File: config.mk
export PLATFORM = sky130hd
export DESIGN_NAME = nmea_gga_position_parser
export DESIGN_NICKNAME = d
export VERILOG_FILES = /design/src/design/ngp_pkg.sv /design/src/design/nmea_gga_position_parser.sv
export SDC_FILE = /design/constraint.sdc
export NUM_CORES = 2
export LEC_CHECK = 0
export BUFFER_PORTS_ARGS = -buffer_cell sky130_fd_sc_hd__buf_4
export CAP_MARGIN = 20
export CORE_MARGIN = 1.5
export CORE_UTILIZATION = 50
export CTS_CLUSTER_DIAMETER = 120
export DETAILED_ROUTE_END_ITERATION = 16
export PLACE_DENSITY_LB_ADDON = 0.08
export SLEW_MARGIN = 5
export SYNTH_ARGS = -nofsm -noshare
export SYNTH_HDL_FRONTEND = slang
export SYNTH_SLANG_ARGS = --single-unit
File: constraint.sdc
create_clock -name clk -period 12.5 [get_ports clk]
set_clock_uncertainty 0.2 [all_clocks]
set_input_delay 0 -clock clk [delete_from_list [all_inputs] [get_ports clk]]
set_output_delay 0 -clock clk [all_outputs]
set_load 0.005 [all_outputs]
File: src/design/ngp_pkg.sv
// ----------------------------------------------------------------------------
// NMEA GGA position parser package
// Types, character codes, limits and tables shared by the parser files.
// ----------------------------------------------------------------------------
package ngp_pkg;

  typedef enum logic [1:0] {
    ST_VALID      = 2'd0,
    ST_NOFIX      = 2'd1,
    ST_INCOMPLETE = 2'd2
  } status_t;

  typedef enum logic [2:0] {
    FLD_TIME = 3'd0,
    FLD_LAT  = 3'd1,
    FLD_NS   = 3'd2,
    FLD_LON  = 3'd3,
    FLD_EW   = 3'd4,
    FLD_REST = 3'd5
  } field_t;

  typedef enum logic [1:0] {
    JOB_LAT  = 2'd0,
    JOB_LON  = 2'd1,
    JOB_EMIT = 2'd2
  } job_kind_t;

  typedef struct packed {
    job_kind_t kind;
    status_t   status;
    logic      lat_neg;
    logic      lon_neg;
  } job_t;

  localparam logic [7:0] CH_LF    = 8'd10;
  localparam logic [7:0] CH_CR    = 8'd13;
  localparam logic [7:0] CH_COMMA = 8'h2C;
  localparam logic [7:0] CH_DOT   = 8'h2E;
  localparam logic [7:0] CH_ZERO  = 8'h30;
  localparam logic [7:0] CH_NINE  = 8'h39;
  localparam logic [7:0] CH_S     = 8'h53;
  localparam logic [7:0] CH_W     = 8'h57;

  localparam int          FRAC_DIGITS = 5;
  localparam logic [2:0]  FRAC_LIM    = (FRAC_DIGITS > 7) ? 3'd7 :
                                        ((FRAC_DIGITS < 1) ? 3'd1 : 3'(FRAC_DIGITS));
  localparam logic [22:0] MIN_ACC_MAX = 23'h7FFFFF;
  localparam logic [7:0]  DEG_ACC_MAX = 8'd255;
  localparam logic [3:0]  DIG_MAX     = 4'd15;
  localparam logic [2:0]  HDR_LEN     = 3'd6;
  localparam logic [2:0]  SKIP_LEN    = 3'd7;

  localparam logic [30:0] LAT_LIMIT   = 31'd900000000;
  localparam logic [30:0] LON_LIMIT   = 31'd1800000000;
  localparam logic [23:0] DEG_SCALE   = 24'd10000000;
  // ceil(2^30 / 60): exact quotient for any dividend below 2^24
  localparam logic [24:0] DIV60_RECIP = 25'd17895698;
  // 60 * (LON_LIMIT + 1): any dividend at or above this saturates
  localparam logic [47:0] MIN_SAT     = 48'd108000000060;

  function automatic logic [7:0] hdr_char(input logic [2:0] pos);
    logic [7:0] c;
    case (pos)
      3'd0:    c = 8'h24; // $
      3'd1:    c = 8'h47; // G
      3'd2:    c = 8'h50; // P
      3'd3:    c = 8'h47; // G
      3'd4:    c = 8'h47; // G
      3'd5:    c = 8'h41; // A
      default: c = 8'h00;
    endcase
    return c;
  endfunction

  // 10^(7 - seen)
  function automatic logic [23:0] frac_scale(input logic [2:0] seen);
    logic [23:0] p;
    case (seen)
      3'd0:    p = 24'd10000000;
      3'd1:    p = 24'd1000000;
      3'd2:    p = 24'd100000;
      3'd3:    p = 24'd10000;
      3'd4:    p = 24'd1000;
      3'd5:    p = 24'd100;
      3'd6:    p = 24'd10;
      default: p = 24'd1;
    endcase
    return p;
  endfunction

endpackage

File: src/design/nmea_gga_position_parser.sv
// The result of a line passes through pipeline stages 1 to 6 and the output register to out_valid.
// The parser takes one byte per cycle while in_stall is low and updates its state per accepted byte.
// Coordinate scaling runs in a 6-stage pipeline with bubble collapse; in_stall rises
// only when all stages are occupied behind a result held by out_stall.
// Reset (rst_n low, synchronous) clears the parser to start of line and empties the
// pipeline and the output register.
// ----------------------------------------------------------------------------
// NMEA GGA position parser
// Parses $GPGGA lines byte by byte and emits latitude/longitude in 1e-7 degree.
// ----------------------------------------------------------------------------
module nmea_gga_position_parser (
  input  logic               clk,
  input  logic               rst_n,
  input  logic               in_valid,
  output logic               in_stall,
  input  logic [7:0]         in_rx_byte,
  output logic               out_valid,
  input  logic               out_stall,
  output logic [1:0]         out_status,
  output logic signed [30:0] out_latitude_e7,
  output logic signed [31:0] out_longitude_e7
);

  // --------------------------------------------------------------------------
  // Parser state
  // --------------------------------------------------------------------------
  logic [2:0]       cp_r, cp_nxt;
  logic             hok_r, hok_nxt;
  ngp_pkg::field_t  fi_r, fi_nxt;
  logic [3:0]       dig_r, dig_nxt;
  logic             stop_r, stop_nxt;
  logic             frac_r, frac_nxt;
  logic [7:0]       deg_r, deg_nxt;
  logic [22:0]      min_r, min_nxt;
  logic [2:0]       seen_r, seen_nxt;
  logic             latneg_r, latneg_nxt;
  logic             lonneg_r, lonneg_nxt;
  ngp_pkg::status_t pr_r, pr_nxt;

  logic                 in_acc;
  logic                 issue;
  ngp_pkg::job_kind_t   issue_kind;
  logic                 clear_req;
  logic                 line_end;
  logic                 is_digit;
  logic [3:0]           dval;
  logic [3:0]           deg_len;
  logic                 stop_eff;
  logic [11:0]          deg_mul;
  logic [26:0]          min_mul;

  assign is_digit = (in_rx_byte >= ngp_pkg::CH_ZERO) && (in_rx_byte <= ngp_pkg::CH_NINE);
  assign dval     = 4'(in_rx_byte - ngp_pkg::CH_ZERO);
  assign deg_len  = (fi_r == ngp_pkg::FLD_LAT) ? 4'd2 : 4'd3;
  assign stop_eff = (dig_r == deg_len) ? 1'b0 : stop_r;
  assign deg_mul  = 12'(deg_r) * 12'd10 + 12'(dval);
  assign min_mul  = 27'(min_r) * 27'd10 + 27'(dval);

  always_comb begin
    cp_nxt     = cp_r;
    hok_nxt    = hok_r;
    fi_nxt     = fi_r;
    dig_nxt    = dig_r;
    stop_nxt   = stop_r;
    frac_nxt   = frac_r;
    deg_nxt    = deg_r;
    min_nxt    = min_r;
    seen_nxt   = seen_r;
    latneg_nxt = latneg_r;
    lonneg_nxt = lonneg_r;
    pr_nxt     = pr_r;
    issue      = 1'b0;
    issue_kind = ngp_pkg::JOB_EMIT;
    clear_req  = 1'b0;
    line_end   = 1'b0;

    if (in_rx_byte == ngp_pkg::CH_LF) begin
      // drop line feeds
    end else if (in_rx_byte == ngp_pkg::CH_CR) begin
      line_end = 1'b1;
      if (hok_r && (cp_r >= ngp_pkg::HDR_LEN)) begin
        issue      = 1'b1;
        issue_kind = ngp_pkg::JOB_EMIT;
      end
    end else if (cp_r < ngp_pkg::SKIP_LEN) begin
      if ((cp_r < ngp_pkg::HDR_LEN) && (in_rx_byte != ngp_pkg::hdr_char(cp_r))) begin
        hok_nxt = 1'b0;
      end
      cp_nxt = cp_r + 3'd1;
    end else if (hok_r) begin
      case (fi_r)
        ngp_pkg::FLD_TIME: begin
          if (in_rx_byte == ngp_pkg::CH_COMMA) begin
            fi_nxt    = ngp_pkg::FLD_LAT;
            clear_req = 1'b1;
          end
        end
        ngp_pkg::FLD_LAT, ngp_pkg::FLD_LON: begin
          if (in_rx_byte == ngp_pkg::CH_COMMA) begin
            clear_req = 1'b1;
            if ((fi_r == ngp_pkg::FLD_LAT) && (dig_r == 4'd0)) begin
              pr_nxt = ngp_pkg::ST_NOFIX;
              fi_nxt = ngp_pkg::FLD_REST;
            end else begin
              issue = 1'b1;
              if (fi_r == ngp_pkg::FLD_LAT) begin
                issue_kind = ngp_pkg::JOB_LAT;
              end else begin
                issue_kind = ngp_pkg::JOB_LON;
                pr_nxt     = ngp_pkg::ST_VALID;
              end
              fi_nxt = ngp_pkg::field_t'(fi_r + 3'd1);
            end
          end else begin
            if (dig_r < deg_len) begin
              if (!stop_r && is_digit) begin
                deg_nxt = (deg_mul > 12'(ngp_pkg::DEG_ACC_MAX)) ? ngp_pkg::DEG_ACC_MAX :
                          deg_mul[7:0];
              end else begin
                stop_nxt = 1'b1;
              end
            end else begin
              // minutes restart fresh after the degree digits
              stop_nxt = stop_eff;
              if (!stop_eff) begin
                if (is_digit) begin
                  if (!(frac_r && (seen_r >= ngp_pkg::FRAC_LIM))) begin
                    if (frac_r) begin
                      seen_nxt = seen_r + 3'd1;
                    end
                    min_nxt = (min_mul > 27'(ngp_pkg::MIN_ACC_MAX)) ? ngp_pkg::MIN_ACC_MAX :
                              min_mul[22:0];
                  end
                end else if ((in_rx_byte == ngp_pkg::CH_DOT) && !frac_r) begin
                  frac_nxt = 1'b1;
                end else begin
                  stop_nxt = 1'b1;
                end
              end
            end
            if (dig_r < ngp_pkg::DIG_MAX) begin
              dig_nxt = dig_r + 4'd1;
            end
          end
        end
        ngp_pkg::FLD_NS, ngp_pkg::FLD_EW: begin
          if (in_rx_byte == ngp_pkg::CH_COMMA) begin
            fi_nxt    = ngp_pkg::field_t'(fi_r + 3'd1);
            clear_req = 1'b1;
          end else begin
            // only the first hemisphere character counts
            if (dig_r == 4'd0) begin
              if ((fi_r == ngp_pkg::FLD_NS) && (in_rx_byte == ngp_pkg::CH_S)) begin
                latneg_nxt = 1'b1;
              end
              if ((fi_r == ngp_pkg::FLD_EW) && (in_rx_byte == ngp_pkg::CH_W)) begin
                lonneg_nxt = 1'b1;
              end
            end
            if (dig_r < ngp_pkg::DIG_MAX) begin
              dig_nxt = dig_r + 4'd1;
            end
          end
        end
        default: begin
        end
      endcase
    end

    if (clear_req) begin
      dig_nxt  = 4'd0;
      stop_nxt = 1'b0;
      frac_nxt = 1'b0;
      deg_nxt  = 8'd0;
      min_nxt  = 23'd0;
      seen_nxt = 3'd0;
    end

    if (line_end) begin
      cp_nxt     = 3'd0;
      hok_nxt    = 1'b1;
      fi_nxt     = ngp_pkg::FLD_TIME;
      dig_nxt    = 4'd0;
      stop_nxt   = 1'b0;
      frac_nxt   = 1'b0;
      deg_nxt    = 8'd0;
      min_nxt    = 23'd0;
      seen_nxt   = 3'd0;
      latneg_nxt = 1'b0;
      lonneg_nxt = 1'b0;
      pr_nxt     = ngp_pkg::ST_INCOMPLETE;
    end
  end

  always_ff @(posedge clk) begin
    if (!rst_n) begin
      cp_r     <= 3'd0;
      hok_r    <= 1'b1;
      fi_r     <= ngp_pkg::FLD_TIME;
      dig_r    <= 4'd0;
      stop_r   <= 1'b0;
      frac_r   <= 1'b0;
      deg_r    <= 8'd0;
      min_r    <= 23'd0;
      seen_r   <= 3'd0;
      latneg_r <= 1'b0;
      lonneg_r <= 1'b0;
      pr_r     <= ngp_pkg::ST_INCOMPLETE;
    end else if (in_acc) begin
      cp_r     <= cp_nxt;
      hok_r    <= hok_nxt;
      fi_r     <= fi_nxt;
      dig_r    <= dig_nxt;
      stop_r   <= stop_nxt;
      frac_r   <= frac_nxt;
      deg_r    <= deg_nxt;
      min_r    <= min_nxt;
      seen_r   <= seen_nxt;
      latneg_r <= latneg_nxt;
      lonneg_r <= lonneg_nxt;
      pr_r     <= pr_nxt;
    end
  end

  // --------------------------------------------------------------------------
  // Magnitude pipeline: deg * 1e7 + round(min * 10^(7-seen) / 60), saturated
  // --------------------------------------------------------------------------
  logic v1_r, v2_r, v3_r, v4_r, v5_r, v6_r;
  logic rdy1, rdy2, rdy3, rdy4, rdy5, rdy6;
  logic tail_take, emit_take;
  logic out_valid_r;

  ngp_pkg::job_t job_in;
  ngp_pkg::job_t job1_r, job2_r, job3_r, job4_r, job5_r, job6_r;

  logic [46:0] m1_r;
  logic [31:0] degp1_r, degp2_r, degp3_r, degp4_r, degp5_r;
  logic [47:0] x2_sum;
  logic [36:0] x2_r;
  logic        sat2_r, sat3_r, sat4_r, sat5_r;
  logic [43:0] qh_prod;
  logic [13:0] qh3_r, qh4_r;
  logic [18:0] hi3_r;
  logic [17:0] lo3_r;
  logic [18:0] rem3;
  logic [23:0] y4_r;
  logic [48:0] ql_prod;
  logic [31:0] q5_r;
  logic [32:0] tot5;
  logic [30:0] lim5;
  logic [30:0] mag6_r;
  logic [30:0] lat_mag_r, lon_mag_r;

  assign tail_take = v6_r && ((job6_r.kind != ngp_pkg::JOB_EMIT) || !out_valid_r || !out_stall);
  assign emit_take = tail_take && (job6_r.kind == ngp_pkg::JOB_EMIT);
  assign rdy6      = !v6_r || tail_take;
  assign rdy5      = !v5_r || rdy6;
  assign rdy4      = !v4_r || rdy5;
  assign rdy3      = !v3_r || rdy4;
  assign rdy2      = !v2_r || rdy3;
  assign rdy1      = !v1_r || rdy2;

  assign in_stall  = !rdy1;
  assign in_acc    = in_valid && !in_stall;

  assign job_in.kind    = issue_kind;
  assign job_in.status  = pr_r;
  assign job_in.lat_neg = latneg_r;
  assign job_in.lon_neg = lonneg_r;

  assign x2_sum  = {1'b0, m1_r} + 48'd30;
  assign qh_prod = 44'(x2_r[36:18]) * 44'(ngp_pkg::DIV60_RECIP);
  assign rem3    = hi3_r - 19'(20'(qh3_r) * 20'd60);
  assign ql_prod = 49'(y4_r) * 49'(ngp_pkg::DIV60_RECIP);
  assign tot5    = 33'(degp5_r) + 33'(q5_r);
  assign lim5    = (job5_r.kind == ngp_pkg::JOB_LAT) ? ngp_pkg::LAT_LIMIT : ngp_pkg::LON_LIMIT;

  always_ff @(posedge clk) begin
    if (!rst_n) begin
      v1_r <= 1'b0;
      v2_r <= 1'b0;
      v3_r <= 1'b0;
      v4_r <= 1'b0;
      v5_r <= 1'b0;
      v6_r <= 1'b0;
    end else begin
      if (rdy1) v1_r <= in_acc && issue;
      if (rdy2) v2_r <= v1_r;
      if (rdy3) v3_r <= v2_r;
      if (rdy4) v4_r <= v3_r;
      if (rdy5) v5_r <= v4_r;
      if (rdy6) v6_r <= v5_r;
    end
  end

  always_ff @(posedge clk) begin
    if (rdy1) begin
      job1_r  <= job_in;
      m1_r    <= 47'(min_r) * 47'(ngp_pkg::frac_scale(seen_r));
      degp1_r <= 32'(deg_r) * 32'(ngp_pkg::DEG_SCALE);
    end
    if (rdy2) begin
      job2_r  <= job1_r;
      sat2_r  <= (x2_sum >= ngp_pkg::MIN_SAT);
      x2_r    <= x2_sum[36:0];
      degp2_r <= degp1_r;
    end
    if (rdy3) begin
      job3_r  <= job2_r;
      sat3_r  <= sat2_r;
      hi3_r   <= x2_r[36:18];
      lo3_r   <= x2_r[17:0];
      qh3_r   <= 14'(qh_prod >> 30);
      degp3_r <= degp2_r;
    end
    if (rdy4) begin
      job4_r  <= job3_r;
      sat4_r  <= sat3_r;
      qh4_r   <= qh3_r;
      y4_r    <= {rem3[5:0], lo3_r};
      degp4_r <= degp3_r;
    end
    if (rdy5) begin
      job5_r  <= job4_r;
      sat5_r  <= sat4_r;
      q5_r    <= {qh4_r, ql_prod[47:30]};
      degp5_r <= degp4_r;
    end
    if (rdy6) begin
      job6_r  <= job5_r;
      mag6_r  <= (sat5_r || (tot5 > 33'(lim5))) ? lim5 : tot5[30:0];
    end
    if (tail_take && (job6_r.kind == ngp_pkg::JOB_LAT)) begin
      lat_mag_r <= mag6_r;
    end
    if (tail_take && (job6_r.kind == ngp_pkg::JOB_LON)) begin
      lon_mag_r <= mag6_r;
    end
  end

  // --------------------------------------------------------------------------
  // Result register
  // --------------------------------------------------------------------------
  logic [1:0]         status_r;
  logic signed [30:0] lat_r;
  logic signed [31:0] lon_r;

  always_ff @(posedge clk) begin
    if (!rst_n) begin
      out_valid_r <= 1'b0;
    end else if (emit_take) begin
      out_valid_r <= 1'b1;
    end else if (!out_stall) begin
      out_valid_r <= 1'b0;
    end
  end

  always_ff @(posedge clk) begin
    if (emit_take) begin
      status_r <= job6_r.status;
      if (job6_r.status == ngp_pkg::ST_VALID) begin
        lat_r <= job6_r.lat_neg ? (31'sd0 - $signed(lat_mag_r)) : $signed(lat_mag_r);
        lon_r <= job6_r.lon_neg ? (32'sd0 - $signed({1'b0, lon_mag_r})) :
                 $signed({1'b0, lon_mag_r});
      end else begin
        lat_r <= 31'sd0;
        lon_r <= 32'sd0;
      end
    end
  end

  assign out_valid        = out_valid_r;
  assign out_status       = status_r;
  assign out_latitude_e7  = lat_r;
  assign out_longitude_e7 = lon_r;

endmodule

## After elaboration in Yosys (flattened, before gate mapping)

Cells that the tools add are included.

| storage, ports and cells | value |
|---|---|
| bits of input ports | 12 |
| word-level logic and storage cells | 373 |
| flip-flop bits (word level) | 573 |
| output and inout port bits | 67 |

| cells by class | value |
|---|---|
| order comparisons | 12 |
| equality and inequality tests | 44 |
| multiply operators | 7 |
| add/subtract/negate cells | 12 |
| mux-type cells | 148 |
| reductions and logical operators | 80 |
| bitwise logic cells | 3 |

Operator list:

| kind | number |
|---|---|
| 23-bit 2-to-1 mux | 13 |
| 24-bit one-hot mux with 7 select lines | 1 |
| 31-bit 2-to-1 mux | 4 |
| 8-bit 2-to-1 mux | 14 |
| 3-bit 2-to-1 mux | 26 |
| 1-bit 2-to-1 mux | 69 |
| 47-bit by 5-bit adder with 48-bit output, second input constant | 1 |
| 48-bit by 37-bit greater-or-equal comparator with 1-bit output, second input constant | 1 |
| 23-bit by 24-bit multiplier with 47-bit output | 1 |
| 24-bit by 24-bit multiplier with 47-bit output, second input constant | 1 |
| 19-bit by 24-bit multiplier with 43-bit output, second input constant | 1 |
| 4-bit 2-to-1 mux | 9 |
| 9-bit AND reduction | 4 |
| 32-bit by 32-bit adder with 33-bit output | 1 |
| 33-bit by 31-bit greater-than comparator with 1-bit output | 1 |
| 3-bit != test, second input constant | 11 |
| 1-bit by 31-bit subtractor with 32-bit output, first input constant | 1 |
| 1-bit by 31-bit subtractor with 31-bit output, first input constant | 1 |
| 7-bit one-hot mux with 4 select lines | 1 |
| 27-bit by 4-bit adder with 27-bit output | 1 |
| 27-bit by 23-bit greater-than comparator with 1-bit output, second input constant | 1 |
| 3-bit nonzero test | 9 |
| 23-bit by 3-bit multiplier with 26-bit output, second input constant | 1 |
| 8-bit by 17-bit multiplier with 25-bit output, second input constant | 1 |
| 51 further kinds | 132 |

## Longest topological paths before layout

| logic depth | value |
|---|---|
| word-level depth | 16 |
| depth in mapped cells | 34 |
| gate-level depth less buffers | 31 |

## Worst setup path after synthesis

OpenSTA, ideal clock, no wires.

| path | value |
|---|---|
| path kind | reg-to-reg |
| start | reg seen_r[0] |
| end | reg m1_r[43], data pin |
| stages on the path, launching flop included | 31 |
| path buffers | 3 |
| slack | 3.589 ns |
| period minus slack after synthesis | 8.911 ns |
| data arrival time | 8.446 ns |
| data required time | 12.035 ns |
| setup time | 0.265 ns |
| cell sequence | dfxtp_1 -> clkbuf_1 -> inv_1 -> clkbuf_1 -> ha_1 -> nor4_1 -> o31ai_1 -> clkbuf_1 -> and2_1 -> fa_1 -> inv_1 -> fa_1 -> fa_1 -> fa_1 -> inv_1 -> fa_1 -> fa_1 -> inv_1 -> fa_1 -> inv_1 -> ha_1 -> a21o_1 -> a21o_1 -> o21a_1 -> o21a_1 -> a31oi_1 -> o31a_1 -> a2111oi_0 -> a2111oi_0 -> nor2_1 -> or3_1 |

| on the way | value |
|---|---|
| cells in the longest elaborated chain, start to end | 4 |
| elaborated cells on any way between the ends | 10 |
| those cells by class | 1 x mul; 6 x eq/ne; 2 x mux; 1 x reduce/logical |

RTL lines:

| item | line | text |
|---|---|---|
| from (decl) | nmea_gga_position_parser.sv:35 | `logic [2:0] seen_r, seen_nxt;` |
| from (signal assigned) | nmea_gga_position_parser.sv:218 | `seen_r <= seen_nxt;` |
| 3-bit == test, or another cell as far along | ngp_pkg.sv:78 | `case (seen)` |
| 24-bit one-hot mux with 7 select lines (*) | ngp_pkg.sv:78 |  |
| 24-bit 2-to-1 mux (*) | nmea_gga_position_parser.sv:297 | `if (rdy1) begin` |
| 23-bit by 24-bit multiplier with 47-bit output (*) | nmea_gga_position_parser.sv:299 | `m1_r <= 47'(min_r) * 47'(ngp_pkg::frac_scale(seen_r));` |
| to (signal assigned) | nmea_gga_position_parser.sv:299 |  |
| to (decl) | nmea_gga_position_parser.sv:236 | `logic [46:0] m1_r;` |

Mark *: on every way between the ends. The rest lies on a longest branch, timed or not. The select of a mux whose other input is x is not followed.
A chain may end at the register's enable or synchronous reset.

## Final worst setup path

Same ends and word-level chain as after synthesis.

==> flow_summary.json <==
{
  "synthMuxAreaShare_pct": 0.557,
  "dp_slack_ns": 2.37,
  "ys_ff_latch": 573,
  "syn_avg_cell_area_um2": 10.8,
  "nets": 6176,
  "slew_headroom_pct": 23.7,
  "clkLatencyLatePin_ns": 0.66,
  "synthTopCellsByArea": "edfxtp_1 30%, fa_1 21%, ha_1 17%",
  "root_buffer": "clkbuf_16",
  "worst_hold_path.num_cells": 4,
  "synth-seq-area-share_pct": 31.8,
  "period_needed_ns": 10.09,
  "post-cts-setup-buffers": 0,
  "holdWs_ns": 0.180,
  "synth_top_family_by_area": "adder cells",
  "synth_enable_flop_cells": 515,
  "drive_gt1_share_pct": 5.71,
  "crit_slowest_cell": "or3_1",
  "drt_wl_total_mm": 113,
  "grt-ovfl-total": 0,
  "cts-resized-gates": 0,
  "synth_top_area_share_pct": 29.6,
  "tritoncts": "built",
  "die_width_um": 326,
  "ant_nets": 0,
  "critical_path_arrival_ns": 10.25,
  "coreArea_um2": 104000,
  "num_vias": 33200,
  "placed_area_um2": 54500,
  "grt_pass1_vias": 34100,
  "cts_buffers": 61,
  "criticalPathCategory": "reg -> reg",
  "path_common_cell": "fa_1",
  "fillCellCount": 9155,
  "initial_core_util_pct": 50.5,
  "antenna_found_initial": 0,
  "track_usage_pct": 21.7,
  "p_total_mw": 3.93,
  "ff2ff_path_depth": 29,
  "synthXorXnorAreaFrac_pct": 4.09,
  "start_kind": "flop",
  "clockBufferDepth": 3,
  "synthSimpleGateAreaFrac_pct": 11.3,
  "crit_path_max_incr_delay_ns": 0.80,
  "drc": 0,
  "clk_pin_slew_ns": 0.06,
  "hp-start": "in_rx_byte[0]",
  "cap_violations": 0,
  "synthCells": 4822,
  "utilization_pct": 54.8,
  "area_growth_pct": 8.64,
  "powerDensity_nw_per_um2": 69.2,
  "fp.dieArea_um2": 107000,
  "synth_compound_area_share_pct": 7.54,
  "post-dp-hpwl_mm": 92.3,
  "status": "finished, final reports clean",
  "required_ns": 12.66,
  "grt_max_degree": 71,
  "slew_viol_final": 0,
  "p_leak_nw": 28.6,
  "rsz0062_at_grt": "false",
  "grt_pass1_wl_mm": 184,
  "hold_class": "in -> reg",
  "worstMarginPinSlew_ns": 1.14,
  "io_pins": 79,
  "synth_fa_ha_area_share_pct": 37.7,
  "setup_violations": 0,
  "io_buffers": 78,
  "synth_fp_nets": 6088,
  "antenna_cells": 0,
  "reg2reg_from": "seen_r[0]",
  "drtIter0Drc": 1569,
  "final_cells": 6340,
  "synth_warnings": 0,
  "ys.flop_type": "edfxtp_1",
  "yosysMostFrequentCell": "inv_1",
  "die_h_um": 326,
  "r2r_slack_ns": 2.41,
  "cp_max_fo": 24,
  "syn_area_um2": 52300,
  "fin_ws_ns": 2.41,
  "hold_end": "deg_r[0]",
  "wire_per_inst_um": 17.8,
  "design_area_um2": 56800,
  "async_flop_share_pct": 0,
  "place_congestion": 0.909,
  "yosysUniqueCellTypes": 96,
  "htreeDepth": 2,
  "yosys-top-cells-count": "850 x inv_1, 716 x ha_1, 538 x fa_1",
  "max_freq_mhz": 99.1,
  "min_period_over_period_pct": 80.7,
  "worstReg2RegEnd": "m1_r[43]",
  "cts_num_sinks": 573,
  "dp.cells": 6204,
  "synth_area_leader_cell": "edfxtp_1",
  "setup_tns_ns": 0,
  "vias_per_cell": 5.24,
  "hold_viol_final": 0,
  "critPathCaptureType": "flop",
  "peakVddDrop_v": 0.000109,
  "rows": 118,
  "drtPass1Iterations": 7
}
placed cells by master, fill, tap and decap left out, drive strengths merged, types with 27 or more instances in the layout:
master and n:
edfxtp 515, nand3 66, o31ai 27, and2 191
a21oi 177, fa 538, nand4 40, nor3 48
dfxtp 58, o21ai 130, xor2 114, a21o 54
nor2 229, ha 716, inv 856, nand2 307
xnor2 130, buf 117, nor2b 43, and3 84
clkbuf 64
power by group:
part	internal, mW	switching, mW	total [mW]	leakage [nW]
logic	0.0117	0.0149	0.0266	21.3
clock network	1.09	0.763	1.85	0.996
registers	2.06	0.00145	2.06	6.35
total	3.16	0.779	3.93	28.6
metal layers:
| layer | global-route usage (%) | part of all wire [%] | vias to the layer above |
|---|---|---|---|
| met5 | 0 | 0 | - |
| met4 | 6.73 | 3.0 | 0 |
| met3 | 2.03 | 3.5 | 185 |
| met2 | 38.6 | 50 | 588 |
| met1 | 28.0 | 44 | 16100 |
| li1 | - | - | 16400 |
worst max-delay path, delay by kind of cell, from the launching register on:
family | cells | cell delay (ns)
compound gates | 8 | 2.08
buf+inv | 6 | 0.88
simple gates | 6 | 1.74
fa+ha+maj | 9 | 4.47
flops | 1 | 0.40
cell families (layout without fill, tap and decap cells):
kind of cell | count (synthesis) | count (layout)
buf+inv | 964 | 1102
mux | 27 | 27
simple gates | 1152 | 1152
compound gates | 608 | 608
flops | 573 | 573
xor+xnor | 244 | 244
fa+ha+maj | 1254 | 1254
what timing repair did:
action,in CTS,in global routing
hold buffers,22,0
endpoints found under the setup margin,0,0
endpoints found under the hold margin,125,0
layout make-up:
class                           count  area, um^2  share of cell area, %
Clock buffer                       64        1540                   2.71
Inverter                          850        3190                   5.61
Multi-Input combinational cell   3285       32100                   56.5
Sequential cell                   573       16600                   29.3
Timing Repair Buffer              139        1100                   1.94
Tap cell                         1380        1730                   3.04
Clock inverter                     49         562                  0.988
registers in the layout, indices dropped and copies added (netlist names), 14 cells and up:
name              cells
out_latitude_e7      31
y4_r                 24
q5_r                 32
qh4_r                14
min_r                23
m1_r                 47
degp5_r              25
degp3_r              25
x2_r                 37
lat_mag_r            31
out_longitude_e7     32
lo3_r                18
qh3_r                14
degp1_r              25
degp4_r              25
degp2_r              25
lon_mag_r            31
mag6_r               31
worst max-delay path by stage:
stage                         start        to  cells past startpoint
after floorplan           seen_r[0]  m1_r[43]                     30
after global placement    seen_r[0]  m1_r[43]                     30
after detailed placement  seen_r[0]  m1_r[43]                     30
after CTS                 seen_r[0]  m1_r[43]                     30
after global routing      seen_r[0]  m1_r[43]                     29
final                     seen_r[0]  m1_r[43]                     29
Power figures use the tool's default switching activity.
